### config.mk
export PLATFORM = sky130hd
export DESIGN_NAME = wsp_pix
export DESIGN_NICKNAME = d
export VERILOG_FILES = /design/src/hw/rtl/wsp_pkg.sv /design/src/hw/rtl/wsp_pix.sv
export SDC_FILE = /design/constraint.sdc
export NUM_CORES = 2
export LEC_CHECK = 0
export BUFFER_PORTS_ARGS = -buffer_cell sky130_fd_sc_hd__clkbuf_2
export CAP_MARGIN = 0
export CORE_ASPECT_RATIO = 1.2
export CORE_MARGIN = 2
export CORE_UTILIZATION = 42
export DETAILED_ROUTE_END_ITERATION = 7
export SYNTH_ARGS = -nofsm -noshare
export SYNTH_HDL_FRONTEND = slang
export SYNTH_SLANG_ARGS = --single-unit
### constraint.sdc
create_clock -name clk -period 7.1 [get_ports clk]
set_clock_uncertainty 0.2 [all_clocks]
set_input_delay 0.355 -clock clk [delete_from_list [all_inputs] [get_ports clk]]
set_output_delay 0.355 -clock clk [all_outputs]
set_load 0.02 [all_outputs]
### src/hw/rtl/wsp_pkg.sv
// Shared types and constants for the world-to-screen projection pipeline.
package wsp_pkg;

  localparam int FRAC_BITS    = 16;
  localparam int COORD_W      = 32;
  localparam int PROD_W       = 2 * COORD_W;
  localparam int TERM_W       = PROD_W - FRAC_BITS;
  localparam int CLIP_W       = PROD_W + 1 - FRAC_BITS;
  localparam int MAG_W        = CLIP_W - 1;
  localparam int NDC_INT_BITS = 17;
  localparam int QB           = NDC_INT_BITS + FRAC_BITS;
  localparam int NDC_W        = QB + 1;
  localparam int OFFS_W       = QB + 2;
  localparam int DIM_W        = 16;
  localparam int PIX_W        = 16;
  localparam int PIXP_W       = OFFS_W + DIM_W + 1;
  localparam int SHR_W        = PIXP_W - FRAC_BITS - 1;
  localparam int W_MIN        = ((1 << FRAC_BITS) + 999) / 1000;
  localparam int PIX_MAX      = (1 << (PIX_W - 1)) - 1;
  localparam int PIX_MIN      = -(1 << (PIX_W - 1));
  localparam int CFG_IDX_W    = 4;
  localparam int CFG_DATA_W   = 64;

  localparam logic [NDC_W-1:0]         NDC_LIM = {1'b1, {QB{1'b0}}};
  localparam logic signed [OFFS_W-1:0] ONE_Q   = {{(OFFS_W-FRAC_BITS-1){1'b0}}, 1'b1,
                                                  {FRAC_BITS{1'b0}}};

  typedef enum logic [CFG_IDX_W-1:0] {
    REG_ROW_X_XY      = 4'd0,
    REG_ROW_X_ZT      = 4'd1,
    REG_ROW_Y_XY      = 4'd2,
    REG_ROW_Y_ZT      = 4'd3,
    REG_ROW_W_XY      = 4'd4,
    REG_ROW_W_ZT      = 4'd5,
    REG_SCREEN_DIMS   = 4'd6,
    REG_MATRIX_LOADED = 4'd7
  } wsp_reg_t;

  typedef struct packed {
    logic signed [COORD_W-1:0] t;
    logic signed [COORD_W-1:0] z;
    logic signed [COORD_W-1:0] y;
    logic signed [COORD_W-1:0] x;
  } wsp_row_t;

  typedef struct packed {
    wsp_row_t w;
    wsp_row_t y;
    wsp_row_t x;
  } wsp_mat_t;

  typedef struct packed {
    logic loaded;
    logic behind;
    logic neg_x;
    logic neg_y;
  } wsp_side_t;

  typedef struct packed {
    logic signed [PIX_W-1:0] sx;
    logic signed [PIX_W-1:0] sy;
    logic                    on;
  } wsp_res_t;

endpackage

### src/hw/rtl/wsp_pix.sv
// Viewport mapping: offset, scale by screen size, truncate and saturate to pixels.
module wsp_pix (
  input  logic                      clk,
  input  logic                      rst_n,
  input  logic                      en,
  input  logic                      ndc_valid,
  input  logic [wsp_pkg::NDC_W-1:0] ndc_x,
  input  logic [wsp_pkg::NDC_W-1:0] ndc_y,
  input  wsp_pkg::wsp_side_t        side,
  input  logic [2*wsp_pkg::DIM_W-1:0] dims,
  output logic                      pix_valid,
  output wsp_pkg::wsp_res_t         res
);
  import wsp_pkg::*;

  logic                     v_r [3];
  wsp_side_t                side1_r;
  wsp_side_t                side2_r;
  logic signed [OFFS_W-1:0] offs_x_r;
  logic signed [OFFS_W-1:0] offs_y_r;
  logic signed [OFFS_W-1:0] offs_x_nxt;
  logic signed [OFFS_W-1:0] offs_y_nxt;
  logic signed [OFFS_W-1:0] nx_s;
  logic signed [OFFS_W-1:0] ny_s;
  logic signed [PIXP_W-1:0] px_r;
  logic signed [PIXP_W-1:0] py_r;
  logic signed [PIXP_W-1:0] px_nxt;
  logic signed [PIXP_W-1:0] py_nxt;
  logic signed [PIXP_W-1:0] wd_s;
  logic signed [PIXP_W-1:0] ht_s;
  wsp_res_t                 res_r;
  wsp_res_t                 res_nxt;

  function automatic logic signed [PIX_W-1:0] to_pix(input logic signed [PIXP_W-1:0] p);
    logic signed [PIXP_W-1:0] a;
    logic signed [SHR_W-1:0]  s;
    a = p[PIXP_W-1] ? p + PIXP_W'((1 << (FRAC_BITS + 1)) - 1) : p;
    s = SHR_W'(a >>> (FRAC_BITS + 1));
    if (s > $signed(SHR_W'(PIX_MAX))) begin
      to_pix = PIX_W'(PIX_MAX);
    end else if (s < $signed(SHR_W'(PIX_MIN))) begin
      to_pix = PIX_W'(PIX_MIN);
    end else begin
      to_pix = PIX_W'(s);
    end
  endfunction

  always_comb begin
    nx_s       = $signed(OFFS_W'(ndc_x));
    ny_s       = $signed(OFFS_W'(ndc_y));
    offs_x_nxt = side.neg_x ? ONE_Q - nx_s : ONE_Q + nx_s;
    offs_y_nxt = side.neg_y ? ONE_Q + ny_s : ONE_Q - ny_s;
    wd_s       = PIXP_W'($signed({1'b0, dims[DIM_W-1:0]}));
    ht_s       = PIXP_W'($signed({1'b0, dims[2*DIM_W-1:DIM_W]}));
    px_nxt     = PIXP_W'(offs_x_r) * wd_s;
    py_nxt     = PIXP_W'(offs_y_r) * ht_s;
    if (!side2_r.loaded) begin
      res_nxt.sx = '0;
      res_nxt.sy = '0;
      res_nxt.on = 1'b0;
    end else if (side2_r.behind) begin
      res_nxt.sx = '1;
      res_nxt.sy = '1;
      res_nxt.on = 1'b0;
    end else begin
      res_nxt.sx = to_pix(px_r);
      res_nxt.sy = to_pix(py_r);
      res_nxt.on = 1'b1;
    end
  end

  always_ff @(posedge clk) begin
    if (!rst_n) begin
      v_r[0] <= 1'b0;
      v_r[1] <= 1'b0;
      v_r[2] <= 1'b0;
    end else if (en) begin
      v_r[0] <= ndc_valid;
      v_r[1] <= v_r[0];
      v_r[2] <= v_r[1];
    end
  end

  always_ff @(posedge clk) begin
    if (en) begin
      offs_x_r <= offs_x_nxt;
      offs_y_r <= offs_y_nxt;
      side1_r  <= side;
      px_r     <= px_nxt;
      py_r     <= py_nxt;
      side2_r  <= side1_r;
      res_r    <= res_nxt;
    end
  end

  assign pix_valid = v_r[2];
  assign res       = res_r;

endmodule

==> flow_summary.ini <==
[global_route]
grt-ovfl-total = 0
grt_usage_pct = 21.8
grt_max_degree = 147
grt_pass1_vias = 38900
grt_pass1_wl_um = 204000
antenna_found_initial = 0
grt_util_met1_pct = 24.8
use_met3_pct = 1.72
grt.busiest_layer = met2
grt_util_met2_pct = 41.9

[synth]
synth_nets = 6665
synth-seq-cells = 214
netlist_instances = 5241
synth_cell_types = 86
ys_seq_area_share_pct = 13.2
synthFlopType = edfxtp_1
synthArstFlopShare_pct = 0
synth.avg_cell_area_um2 = 9.32
synth-warning-count = 0
synthesis.area_mm2 = 0.0489
synth_edf_count = 214

[routing]
drc = 0
ant_nets = 0
num_vias = 35400
drt-initial-drc-count = 1592
wl_per_cell_um = 17.4
drt-total-wl_um = 124000
via_per_inst = 4.99
first_pass_iters = 5

[sta]
finalCritPeriodShare_pct = 97.5
drv_slew = 0
setup_viol = 0
slew_headroom_pct = 36.3
finalHoldViolCount = 0
tightestPinTransition_ns = 0.955
finalCriticalPeriod_ns = 6.92
max_freq_mhz = 144
hold_ws_ns = 0.0849

[hold_path]
holdPathStages = 3
hold_start = ndc_x[17]
min_path_type = primary input to flop
hold_end = offs_x_r[17]

[critical_path]
r2r_slack_ns = 0.18
critPathMaxFanout = 5
crit_arrival_ns = 7.05
required_ns = 7.23
start_kind = flop
rr_worst_depth = 22
rr_endpoint = px_r[51]
r2r_start = offs_x_r[7]
critPathKind = flop to flop
end_kind = flop

[layout]
diodes = 0
nets = 6971
final_layout_size_suffix_gt1_share_pct = 9.79
syn2layout_area_growth_pct = 11.9
mostFrequentLayoutCells = inv_1, fa_1, nand2_1
final_common_cell = inv_1

[clock_network]
cts_sinks = 214
cts_buffers = 27
cts_tree = built
root_buffer = clkbuf_16
cts.path.max_buffers = 3
htreeDepth = 1
clkLatencyLatePin_ns = 0.61
clkTransAtPathRegs_ns = 0.07

[place]
gp_congestion = 0.887
portBuffers = 141
dp_hpwl_um = 104000

[die]
core_mm2 = 0.116
io_pins = 142
start_util_pct = 42.2
dieArea_mm2 = 0.119
dieWidth_um = 315
die_h_um = 378
core.rowCount = 137

[flow_run]
drv_cap = 0

[status]
status = complete, no violations
==> area by class of cell <==
cell class              count  area, um2
clock inverters            20        185
fillers                 11200      61200
multi-input cells        3547      36900
well taps                1529       1910
flip-flops and latches    214       6430
repair buffers            507       3850
inverters                1250       4690
clock buffers              28        679
==> cells by family (layout without fill, tap and decap cells) <==
| group | Yosys count | in the layout | share of synthesized area, % |
|---|---|---|---|
| adder cells (fa/ha/maj) | 1316 | 1316 | 50.0 |
| AND/OR/NAND/NOR | 1585 | 1585 | 15.7 |
| AO/OA/AOI/OAI | 429 | 429 | 5.83 |
| multiplexers | 9 | 9 | 0.195 |
| buffers and inverters | 1480 | 1805 | 11.4 |
| XOR/XNOR | 208 | 208 | 3.73 |
| flip-flops | 214 | 214 | 13.2 |
==> metrics by stage <==
step           TNS [ns]  util [%]  cell area [um2]  setup slack (ns)  std cells
2_1_floorplan         0         -            48900             0.308       5241
3_3_place_gp          0      45.3            52500          0.000413       6921
3_5_place_dp     -0.120      45.3            52500           -0.0778       6921
4_1_cts               0      46.8            54200            0.0332       7054
5_1_grt         -0.0724      47.2            54700           -0.0426       7095
6_report              0      47.2            54700             0.176       7095
==> routing by layer <==
layer,part of all wire [%],wire [um]
met4,4.4,5440
met1,38,46800
met5,0,0
met3,3.1,3860
met2,55,67600
==> worst max path at each step <==
stage	cells past startpoint	endpoint	startpoint
5_1_grt	22	px_r[51]	offs_x_r[7]
3_3_place_gp	21	px_r[50]	offs_x_r[9]
3_5_place_dp	21	px_r[50]	offs_x_r[9]
6_report	22	px_r[51]	offs_x_r[7]
4_1_cts	23	px_r[50]	offs_x_r[6]
2_1_floorplan	22	px_r[51]	dims[2]
==> worst max-delay path, stage by stage, from the launching register on <==
cell	delay, ns
edfxtp_1	0.53
buf_6	0.20
and2_1	0.16
fa_1	0.50
inv_1	0.05
fa_1	0.47
fa_1	0.52
inv_1	0.05
fa_1	0.48
fa_1	0.50
inv_1	0.05
fa_1	0.47
inv_1	0.04
ha_1	0.21
a211o_1	0.29
o211a_1	0.14
a2111o_1	0.42
a32oi_2	0.29
nand2_2	0.11
o41ai_4	0.36
o32a_1	0.29
a41oi_2	0.16
xnor2_1	0.15
==> repair_timing <==
action,4_1_cts,5_1_grt
resized for setup,0,24
buffers inserted,5,41
setup endpoints to repair,3,24
gates cloned,0,0
pin swaps,0,13
hold buffers,80,0
hold endpoints to repair,76,0
==> Yosys cell counts (39+ instances only) <==
| cell | number | area (um2) |
|---|---|---|
| clkbuf_1 | 223 | 837 |
| edfxtp_1 | 214 | 6430 |
| xor2_1 | 73 | 639 |
| and2_1 | 424 | 2650 |
| nand3_1 | 52 | 260 |
| fa_1 | 1062 | 21300 |
| inv_1 | 1250 | 4690 |
| o21ai_0 | 102 | 510 |
| nor2_1 | 87 | 327 |
| a21oi_1 | 125 | 626 |
| nand4_1 | 39 | 244 |
| nand2_1 | 826 | 3100 |
| ha_1 | 254 | 3180 |
| a21o_1 | 56 | 420 |
| xnor2_1 | 135 | 1180 |
==> flip-flops by register name (all words and copies together) (netlist names) <==
signal	flops
px_r	52
py_r	52
offs_x_r	35
offs_y_r	35
res	33
v_r	3
side1_r	2
side2_r	2
Power is left out: the tool's default activity adds up to more than one toggle a clock period on the data nets, which glitch-free logic cannot reach.
